--- src/wdv_pkg.sv ---
// wdv_pkg: shared types and constants for the word divider
`timescale 1ns / 1ps

package wdv_pkg;

    // quotient bits produced by the restoring divide
    localparam int QUOT_BITS = 16;
    // restoring steps done in each divide stage
    localparam int STEPS_PER_STAGE = 4;
    // number of divide stages in the pipeline
    localparam int NUM_DIV_STAGES = QUOT_BITS / STEPS_PER_STAGE;

    // largest quotient magnitudes that fit a signed word
    localparam logic [15:0] QMAX_POS = 16'h7FFF;
    localparam logic [15:0] QMAX_NEG = 16'h8000;

    // which condition flags a result updates
    typedef enum logic [1:0] {
        FU_NONE = 2'd0,
        FU_VC   = 2'd1,
        FU_NZVC = 2'd2
    } flag_upd_t;

    // divide kind
    localparam logic KIND_UNSIGNED = 1'b0;
    localparam logic KIND_SIGNED   = 1'b1;

    typedef struct packed {
        logic        kind;
        logic [31:0] dividend;
        logic [15:0] divisor;
    } wdv_in_t;

    typedef struct packed {
        logic [31:0] new_value;
        logic        write_back;
        flag_upd_t   flag_update;
        logic        neg_flag;
        logic        zero_flag;
        logic        overflow_flag;
        logic        carry_flag;
        logic        divide_by_zero;
    } wdv_out_t;

    // work state carried between divide stages
    typedef struct packed {
        logic        is_signed;
        logic        dvd_neg;
        logic        q_neg;
        logic        dz;
        logic        ovf;
        logic [15:0] ub;
        logic [15:0] rem;
        logic [15:0] low;
    } wdv_work_t;

endpackage

--- src/wdv_prep.sv ---
// wdv_prep: operand magnitudes, early overflow check and first stage register
`timescale 1ns / 1ps

module wdv_prep
    import wdv_pkg::*;
(
    input  logic      clk,
    input  logic      rst_n,
    input  logic      up_valid,
    input  wdv_in_t   up_data,
    output logic      up_ready,
    output logic      dn_valid,
    output wdv_work_t dn_data,
    input  logic      dn_ready
);

    logic      valid_reg;
    wdv_work_t data_reg;
    wdv_work_t data_next;
    logic      take;
    logic [31:0] ua;

    assign take = !valid_reg || dn_ready;

    always_comb
    begin
        data_next.is_signed = (up_data.kind == KIND_SIGNED);
        data_next.dvd_neg   = data_next.is_signed && up_data.dividend[31];
        data_next.q_neg     = data_next.dvd_neg ^ (data_next.is_signed && up_data.divisor[15]);
        data_next.dz        = (up_data.divisor == 16'd0);
        ua                  = data_next.dvd_neg ? (32'd0 - up_data.dividend) : up_data.dividend;
        data_next.ub        = (data_next.is_signed && up_data.divisor[15])
                            ? (16'd0 - up_data.divisor) : up_data.divisor;
        // quotient needs more than 16 bits when the high half is not below the divisor
        data_next.ovf       = (ua[31:16] >= data_next.ub);
        data_next.rem       = ua[31:16];
        data_next.low       = ua[15:0];
    end

    always_ff @(posedge clk or negedge rst_n)
    begin
        if (!rst_n)
        begin
            valid_reg <= 1'b0;
        end
        else if (take)
        begin
            valid_reg <= up_valid;
        end
    end

    always_ff @(posedge clk)
    begin
        if (take && up_valid)
        begin
            data_reg <= data_next;
        end
    end

    assign up_ready = take;
    assign dn_valid = valid_reg;
    assign dn_data  = data_reg;

endmodule

--- src/wdv_div_stage.sv ---
// wdv_div_stage: a group of restoring divide steps with its stage register
`timescale 1ns / 1ps

module wdv_div_stage
    import wdv_pkg::*;
(
    input  logic      clk,
    input  logic      rst_n,
    input  logic      up_valid,
    input  wdv_work_t up_data,
    output logic      up_ready,
    output logic      dn_valid,
    output wdv_work_t dn_data,
    input  logic      dn_ready
);

    logic      valid_reg;
    wdv_work_t data_reg;
    wdv_work_t data_next;
    logic      take;
    logic [16:0] trial;
    logic        fits;

    assign take = !valid_reg || dn_ready;

    // shift one dividend bit into the partial remainder, subtract when it fits
    always_comb
    begin
        data_next = up_data;
        trial     = 17'd0;
        fits      = 1'b0;
        for (int i = 0; i < STEPS_PER_STAGE; i++)
        begin
            trial = {data_next.rem, data_next.low[15]};
            fits  = (trial >= {1'b0, data_next.ub});
            if (fits)
            begin
                trial = trial - {1'b0, data_next.ub};
            end
            data_next.rem = trial[15:0];
            data_next.low = {data_next.low[14:0], fits};
        end
    end

    always_ff @(posedge clk or negedge rst_n)
    begin
        if (!rst_n)
        begin
            valid_reg <= 1'b0;
        end
        else if (take)
        begin
            valid_reg <= up_valid;
        end
    end

    always_ff @(posedge clk)
    begin
        if (take && up_valid)
        begin
            data_reg <= data_next;
        end
    end

    assign up_ready = take;
    assign dn_valid = valid_reg;
    assign dn_data  = data_reg;

endmodule

--- src/wdv_post.sv ---
// wdv_post: sign fixup, overflow limit, flags and output register
`timescale 1ns / 1ps

module wdv_post
    import wdv_pkg::*;
(
    input  logic      clk,
    input  logic      rst_n,
    input  logic      up_valid,
    input  wdv_work_t up_data,
    output logic      up_ready,
    output logic      rsp_valid,
    output wdv_out_t  rsp,
    input  logic      rsp_stall
);

    logic     valid_reg;
    wdv_out_t data_reg;
    wdv_out_t data_next;
    logic     take;
    logic     sig_ovf;
    logic     ovf;
    logic [15:0] qword;
    logic [15:0] rword;

    assign take = !valid_reg || !rsp_stall;

    always_comb
    begin
        sig_ovf = up_data.is_signed
                && (up_data.q_neg ? (up_data.low > QMAX_NEG) : (up_data.low > QMAX_POS));
        ovf     = up_data.ovf || sig_ovf;
        qword   = up_data.q_neg ? (16'd0 - up_data.low) : up_data.low;
        rword   = up_data.dvd_neg ? (16'd0 - up_data.rem) : up_data.rem;

        data_next = '0;
        if (up_data.dz)
        begin
            data_next.divide_by_zero = 1'b1;
            data_next.flag_update    = FU_NONE;
        end
        else if (ovf)
        begin
            data_next.flag_update   = FU_VC;
            data_next.overflow_flag = 1'b1;
        end
        else
        begin
            data_next.new_value   = {rword, qword};
            data_next.write_back  = 1'b1;
            data_next.flag_update = FU_NZVC;
            data_next.neg_flag    = up_data.is_signed
                                  ? (up_data.q_neg && (up_data.low != 16'd0))
                                  : up_data.low[15];
            data_next.zero_flag   = (up_data.low == 16'd0);
        end
    end

    always_ff @(posedge clk or negedge rst_n)
    begin
        if (!rst_n)
        begin
            valid_reg <= 1'b0;
        end
        else if (take)
        begin
            valid_reg <= up_valid;
        end
    end

    always_ff @(posedge clk)
    begin
        if (take && up_valid)
        begin
            data_reg <= data_next;
        end
    end

    assign up_ready  = take;
    assign rsp_valid = valid_reg;
    assign rsp       = data_reg;

endmodule

--- src/word_divider_unsigned_signed_top.sv ---
// word_divider_unsigned_signed_top: pipelined 32-by-16 unsigned and signed divider
//
//   channel  direction  handshake             payload
//   req      into block req_valid / req_stall wdv_in_t  (kind, dividend, divisor)
//   rsp      out        rsp_valid / rsp_stall wdv_out_t (packed result and flags)
//
// one item enters per cycle unless a stall on rsp has filled every stage; a result shows on rsp
// once its item has passed the prep, divide and output registers, six register stages in all
// the divide is 16 restoring steps, 4 per divide stage, between the prep and output stages
// rst_n clears every stage valid bit at once; payload registers are not reset
// a stall on rsp holds the output; the item moves up into any empty stage ahead of it,
// so req_stall rises only when every stage holds an item
`timescale 1ns / 1ps

module word_divider_unsigned_signed_top
    import wdv_pkg::*;
(
    input  logic     clk,
    input  logic     rst_n,
    input  logic     req_valid,
    output logic     req_stall,
    input  wdv_in_t  req,
    output logic     rsp_valid,
    input  logic     rsp_stall,
    output wdv_out_t rsp
);

    // stage links: index 0 is the prep output, index NUM_DIV_STAGES the last divide stage
    logic      link_valid [NUM_DIV_STAGES+1];
    wdv_work_t link_data  [NUM_DIV_STAGES+1];
    logic      link_ready [NUM_DIV_STAGES+1];
    logic      req_ready;

    // magnitudes, signs and the early overflow check
    wdv_prep u_prep (
        .clk      (clk),
        .rst_n    (rst_n),
        .up_valid (req_valid),
        .up_data  (req),
        .up_ready (req_ready),
        .dn_valid (link_valid[0]),
        .dn_data  (link_data[0]),
        .dn_ready (link_ready[0])
    );

    // restoring divide, four quotient bits per stage
    for (genvar s = 0; s < NUM_DIV_STAGES; s++)
    begin : g_div
        wdv_div_stage u_stage (
            .clk      (clk),
            .rst_n    (rst_n),
            .up_valid (link_valid[s]),
            .up_data  (link_data[s]),
            .up_ready (link_ready[s]),
            .dn_valid (link_valid[s+1]),
            .dn_data  (link_data[s+1]),
            .dn_ready (link_ready[s+1])
        );
    end

    // sign fixup, flags and the output register
    wdv_post u_post (
        .clk       (clk),
        .rst_n     (rst_n),
        .up_valid  (link_valid[NUM_DIV_STAGES]),
        .up_data   (link_data[NUM_DIV_STAGES]),
        .up_ready  (link_ready[NUM_DIV_STAGES]),
        .rsp_valid (rsp_valid),
        .rsp       (rsp),
        .rsp_stall (rsp_stall)
    );

    assign req_stall = !req_ready;

endmodule

--- config.mk ---
export PLATFORM = sky130hd
export DESIGN_NAME = word_divider_unsigned_signed_top
export DESIGN_NICKNAME = d
export VERILOG_FILES = /design/src/wdv_pkg.sv /design/src/wdv_prep.sv /design/src/wdv_div_stage.sv /design/src/wdv_post.sv /design/src/word_divider_unsigned_signed_top.sv
export SDC_FILE = /design/constraint.sdc
export NUM_CORES = 1
export LEC_CHECK = 0
export BUFFER_PORTS_ARGS = -buffer_cell sky130_fd_sc_hd__clkbuf_2
export CAP_MARGIN = 20
export CORE_MARGIN = 2
export CORE_UTILIZATION = 40
export CTS_BUF_LIST = sky130_fd_sc_hd__clkbuf_8
export DETAILED_ROUTE_END_ITERATION = 12
export GPL_ROUTABILITY_DRIVEN = 0
export PLACE_DENSITY_LB_ADDON = 0.05
export SETUP_SLACK_MARGIN = 0.02
export SYNTH_ARGS = -nofsm -noshare
export SYNTH_HDL_FRONTEND = slang
export SYNTH_SLANG_ARGS = --single-unit
--- constraint.sdc ---
create_clock -name clk -period 12.8 [get_ports clk]
set_clock_uncertainty 0.2 [all_clocks]
set_input_delay 1.92 -clock clk [delete_from_list [all_inputs] [get_ports clk]]
set_output_delay 1.92 -clock clk [all_outputs]
set_load 0.05 [all_outputs]
Yosys cells after proc, flatten, opt, wreduce, memory -nomap -nowiden
Cells that the tools add are included.
{ "totals": {"ff_bits": 294, "in_bits": 53, "elab_cells": 147, "out_inout_bits": 42} }
{ "op_classes": {"n_lt_le_gt_ge": 19, "n_bitwise": 1, "n_addsub": 20, "n_reduce_logical": 29, "muxes": 26} }
{ "ops": {"columns": ["operator", "count"], "rows": [
  ["16-bit two-way mux", 19],
  ["17-bit by 16-bit >= comparator with 1-bit output", 16],
  ["16-bit subtractor", 16],
  ["1-bit by 16-bit subtractor with 16-bit output (first input constant)", 3],
  ["16-bit logical NOT", 2],
  ["32-bit two-way mux", 1],
  ["1-bit by 32-bit subtractor with 32-bit output (first input constant)", 1],
  ["16-bit >= comparator", 1],
  ["16-bit by 15-bit greater-than comparator with 1-bit output (second input constant)", 1],
  ["16-bit greater-than comparator (second input constant)", 1],
  ["16-bit nonzero test", 1],
  ["1-bit logical AND", 10],
  ["1-bit logical NOT", 8],
  ["1-bit logical OR", 7],
  ["1-bit two-way mux", 5],
  ["2-bit two-way mux", 1],
  ["2-bit OR reduction", 1],
  ["1-bit XOR", 1]
]} }

Depth between registers and ports, before layout
{ "logic_depth": {"ltp_word": 8, "ltp_mapped": 50, "ltp_nobuf": 44} }

Modules after synthesis
A second synthesis with hierarchy kept.
{ "hier_totals": {"hier_cells": 2671, "area_unflattened_um2": 27108.5} }
{ "modules_own_cells": {"columns": ["mod", "area_each_um2", "seq_area_each_um2", "instances", "cells_per_inst"], "rows": [
  ["wdv_div_stage at g_div[0].u_stage ...", 5515.3, 1616.6, 2, 558],
  ["wdv_div_stage at g_div[3].u_stage", 5496.5, 1616.6, 1, 548],
  ["wdv_div_stage at g_div[1].u_stage", 5454.0, 1616.6, 1, 568],
  ["wdv_prep", 3084.2, 1616.6, 1, 259],
  ["wdv_post", 2039.5, 1136.1, 1, 179],
  ["word_divider_unsigned_signed_top", 3.8, 0.0, 1, 1]
]} }

Worst setup path after synthesis
Ideal clock, no wire load.
{ "synth_path": {"path_kind": "register to register", "start": "register g_div[2].u_stage.data_reg, in the netlist g_div[2].u_stage.dn_data[25]", "end": "register g_div[3].u_stage.data_reg, in the netlist g_div[3].u_stage.dn_data[26] (data pin)", "path_stages_with_launch": 46, "path_buffers": 6, "setup_time_ns": 0.261, "t_arrival_ns": 10.356, "required_ns": 12.339, "slack_ns": 1.984, "synth_period_minus_slack_ns": 10.816, "cell_sequence": "edfxtp_1 -> ha_1 -> nand3_1 -> or3_1 -> o31ai_1 -> inv_1 -> a32oi_2 -> clkbuf_1 -> mux2_2 -> ha_1 -> a21oi_1 -> o22ai_1 -> or3_1 -> o221ai_1 -> nand2b_1 -> o2111ai_1 -> nand2_1 -> clkbuf_1 -> [10 not listed] -> nor3_4 -> inv_2 -> buf_2 -> buf_2 -> a21oi_1 -> ha_1 -> nor2b_1 -> o21ai_0 -> a21oi_1 -> o41ai_1 -> o21a_1 -> a211oi_1 -> nor4_2 -> o31ai_2 -> o31a_1 -> buf_2 -> buf_6 -> a221o_1"} }
{ "synth_rtl": {"columns": ["item", "line", "rtl"], "rows": [
  ["start: declaration", "wdv_div_stage.sv:18", "wdv_work_t data_reg;"],
  ["start signal: assignment", "wdv_div_stage.sv:61", "data_reg <= data_next;"],
  ["end signal: assignment", "wdv_div_stage.sv:61", null],
  ["end: declaration", "wdv_div_stage.sv:18", null]
]} }

==> run metrics <==
maximum fanout along the worst path 20; Crit path required time about 13 ns; most frequent cells in the layout edfxtp_1 (286), ha_1 (276), inv_1 (205), nor2_1 (203), a21oi_1 (193); number of hold-slack violations in the final timing report 0; Max Cap Violations 0; run status finished clean; post-CTS setup repair buffer count 0; prevailing post-synth register cell edfxtp_1; Yosys warnings 0; total routed wirelength ~75000 microns; CTS Buffer Depth 3; Synth cell types 103; vias in the first global route a little over 20000; FMAX around 83 MHz; number of setup violations in the final report 0; count of buffers from port buffering 93; hold buffer count at CTS 0; number of antenna violations at the first check in global routing 7; detailed placement HPWL 60300 microns; clock slew at reported path FFs roughly 0.070 ns; Worst slew margin about a quarter; vias after detailed routing 20900; pin count of the biggest net entering global routing 54; Routed wire per std cell just over 20 microns; routed vias/inst between 5 and 6; effective utilization at floorplan roughly two fifths; CTS buffer count 53; sum of negative setup slack 0 ns; mean post-synth cell area around 9.7 sq um; ys async rst share ~2.1%; post-synthesis xor/xnor area fraction around 8.5%; number of search-and-repair iterations in the first detailed-routing pass 5; Final Critical Period roughly 12 ns; most frequent standard cell in the layout excluding fill and tap cells edfxtp_1; HP Class flop to flop; kind of capture point of the worst setup path flop; floorplan die area approximately 67000 sq um; critical-path cell with the highest stage delay nor3_4; Iteration-0 DRC Markers about 1300; number of nets produced by synthesis around 3000; crit share post-route a little over nine tenths; slowest cell delay on critical path around 0.82 ns; Yosys reg bits 292; Post-synth EDFFs about 290; clock tree root buffer cell clkbuf_8; total core area 64500 sq um; io pins 95; global route total overflow 0; summed instance area of the synthesized netlist between 20000 and 30000 sq um; Synth Instances roughly 2700; GRT Resource Usage Total between 20% and 30%; complex-gate fraction of the synthesized area ~18%; critical path class flop to flop; dominant combinational cell family by area after synthesis compound AO/OA/AOI/OAI gates; layout overhead on the synthesized area 9.90%; CTS tree yes; die width roughly 260 microns; y dimension of the die around 260 microns; Synth Area in Simple Gates between 10% and 20%; fin nets approximately 3100; Arrival @ worst endpoint ~12 ns; global-route wire length before repair 115000 microns; setup repair after global routing missed its margin false; residual antenna-violating net count after detailed routing 0; register area share after synthesis between 30% and 40%; multiplexer share of the synthesized area 7.53%; later-pin clock latency in the skew report about 0.67 ns; actual transition at the worst max-transition pin about 1.1 ns; layout cell share with drive strength beyond 1 14.0%; Final Slew Violations 0; CTS H-Tree Depth 2; type of element launching the critical path flop; number of sinks handled by clock tree synthesis between 200 and 300; DRC 0; Cell Rows 93; area share of fa/ha/maj cells after synthesis 14.5%
-- sequential cells by signal, indices dropped and copies added, names as in the netlist --
name,cells
u_post.rsp,37
g_div.u_stage.dn_data,196
u_post.rsp_valid,1
u_prep.dn_data,53
g_div.u_stage.dn_valid,4
u_prep.dn_valid,1
-- synth_stat cells, types with 8 or more instances --
cell type / n / area share, %
and3_1: 24 / 0.58
nor2_1: 203 / 2.9
nand2b_1: 34 / 0.82
nor4_1: 26 / 0.62
xnor2_1: 154 / 5.2
nand3_1: 44 / 0.84
inv_1: 194 / 2.8
o21a_1: 54 / 1.6
nand2_1: 172 / 2.5
or2_2: 16 / 0.38
o41ai_1: 14 / 0.47
o31ai_1: 28 / 0.81
xor2_1: 98 / 3.3
or4_1: 12 / 0.35
nor2b_1: 37 / 0.89
o21bai_1: 22 / 0.63
and4_1: 8 / 0.27
o31a_1: 15 / 0.50
nand4_1: 35 / 0.84
o21ai_0: 113 / 2.2
o211ai_1: 13 / 0.37
a211oi_1: 24 / 0.69
buf_2: 15 / 0.29
mux2i_1: 22 / 0.84
a221o_1: 19 / 0.73
nor3_1: 56 / 1.1
or3_1: 22 / 0.53
fa_1: 16 / 1.2
a21o_1: 72 / 2.1
edfxtp_1: 286 / 33
ha_1: 276 / 13
mux2_4: 17 / 0.98
clkbuf_1: 18 / 0.26
mux2_2: 126 / 5.4
a31oi_1: 14 / 0.34
a21oi_1: 193 / 3.7
and2_1: 15 / 0.36
-- layout make-up --
class | instances | area (sq um)
fillers | 6280 | 35800
clock buffers | 53 | 729
clock inverters | 45 | 379
diodes | 3 | 7.51
inverters | 199 | 749
well taps | 855 | 1070
multi-input cells | 2141 | 16400
flip-flops and latches | 292 | 8740
repair buffers | 112 | 608
-- cell families (layout without fill, tap and decap cells) --
logic type,after synthesis,after routing
xor gates and xnor gates,252,252
AOI/OAI and AO/OA,695,695
and+or+nand+nor,730,730
buffers and inverters,248,409
muxes,171,171
adders and majority gates,292,292
other,1,4
DFF,292,292
-- metal layers --
| metal | share of wire [%] | global-route usage (%) |
|---|---|---|
| met1 | 45 | 29.5 |
| met2 | 45 | 35.1 |
| met3 | 6.6 | 4.19 |
| met4 | 3.4 | 7.85 |
| met5 | 0.017 | 0 |
-- worst paths after layout --
path	start	end	slack [ns]	depth (start not counted)
setup / recovery	u_prep.dn_data[33]	g_div[0].u_stage.dn_data[18]	0.81	43
hold / removal	u_prep.dn_data[8]	g_div[0].u_stage.dn_data[12]	0.21	0
setup reg to reg	u_prep.dn_data[33]	g_div[0].u_stage.dn_data[18]	0.81	43
hold reg to reg	u_prep.dn_data[8]	g_div[0].u_stage.dn_data[12]	0.21	0
max in group asynchronous	rst_n	g_div[0].u_stage.dn_valid	11.37	1
min in group asynchronous	rst_n	g_div[3].u_stage.dn_valid	0.88	1
-- critical path: cells and delay by family, from the launching register on --
kind | cells | cell delay, ns
simple gates | 10 | 1.98
buf+inv | 5 | 0.94
mux | 2 | 0.78
fa+ha+maj | 4 | 1.14
flops | 1 | 0.52
compound gates | 22 | 6.16
-- through the flow --
step | hold WS [ns] | worst slack, ns | area [sq um] | util (%) | std cells
after floorplan | 0.200 | 1.98 | 26100 | - | 2681
after global placement | 0.200 | 0.417 | 27500 | 42.7 | 3599
after detailed placement | 0.205 | 0.341 | 27500 | 42.7 | 3599
after CTS | 0.216 | 0.297 | 28600 | 44.4 | 3697
after global routing | 0.219 | 0.0771 | 28600 | 44.4 | 3698
final | 0.215 | 0.812 | 28700 | 44.4 | 3700
-- what timing repair did --
action | CTS | global route
resized for setup | 0 | 6
endpoints found under the hold margin | 0 | 0
endpoints found under the setup margin | 0 | 34
Power is left out: the tool's default activity adds up to more than one toggle a clock period on the data nets, which glitch-free logic cannot reach.
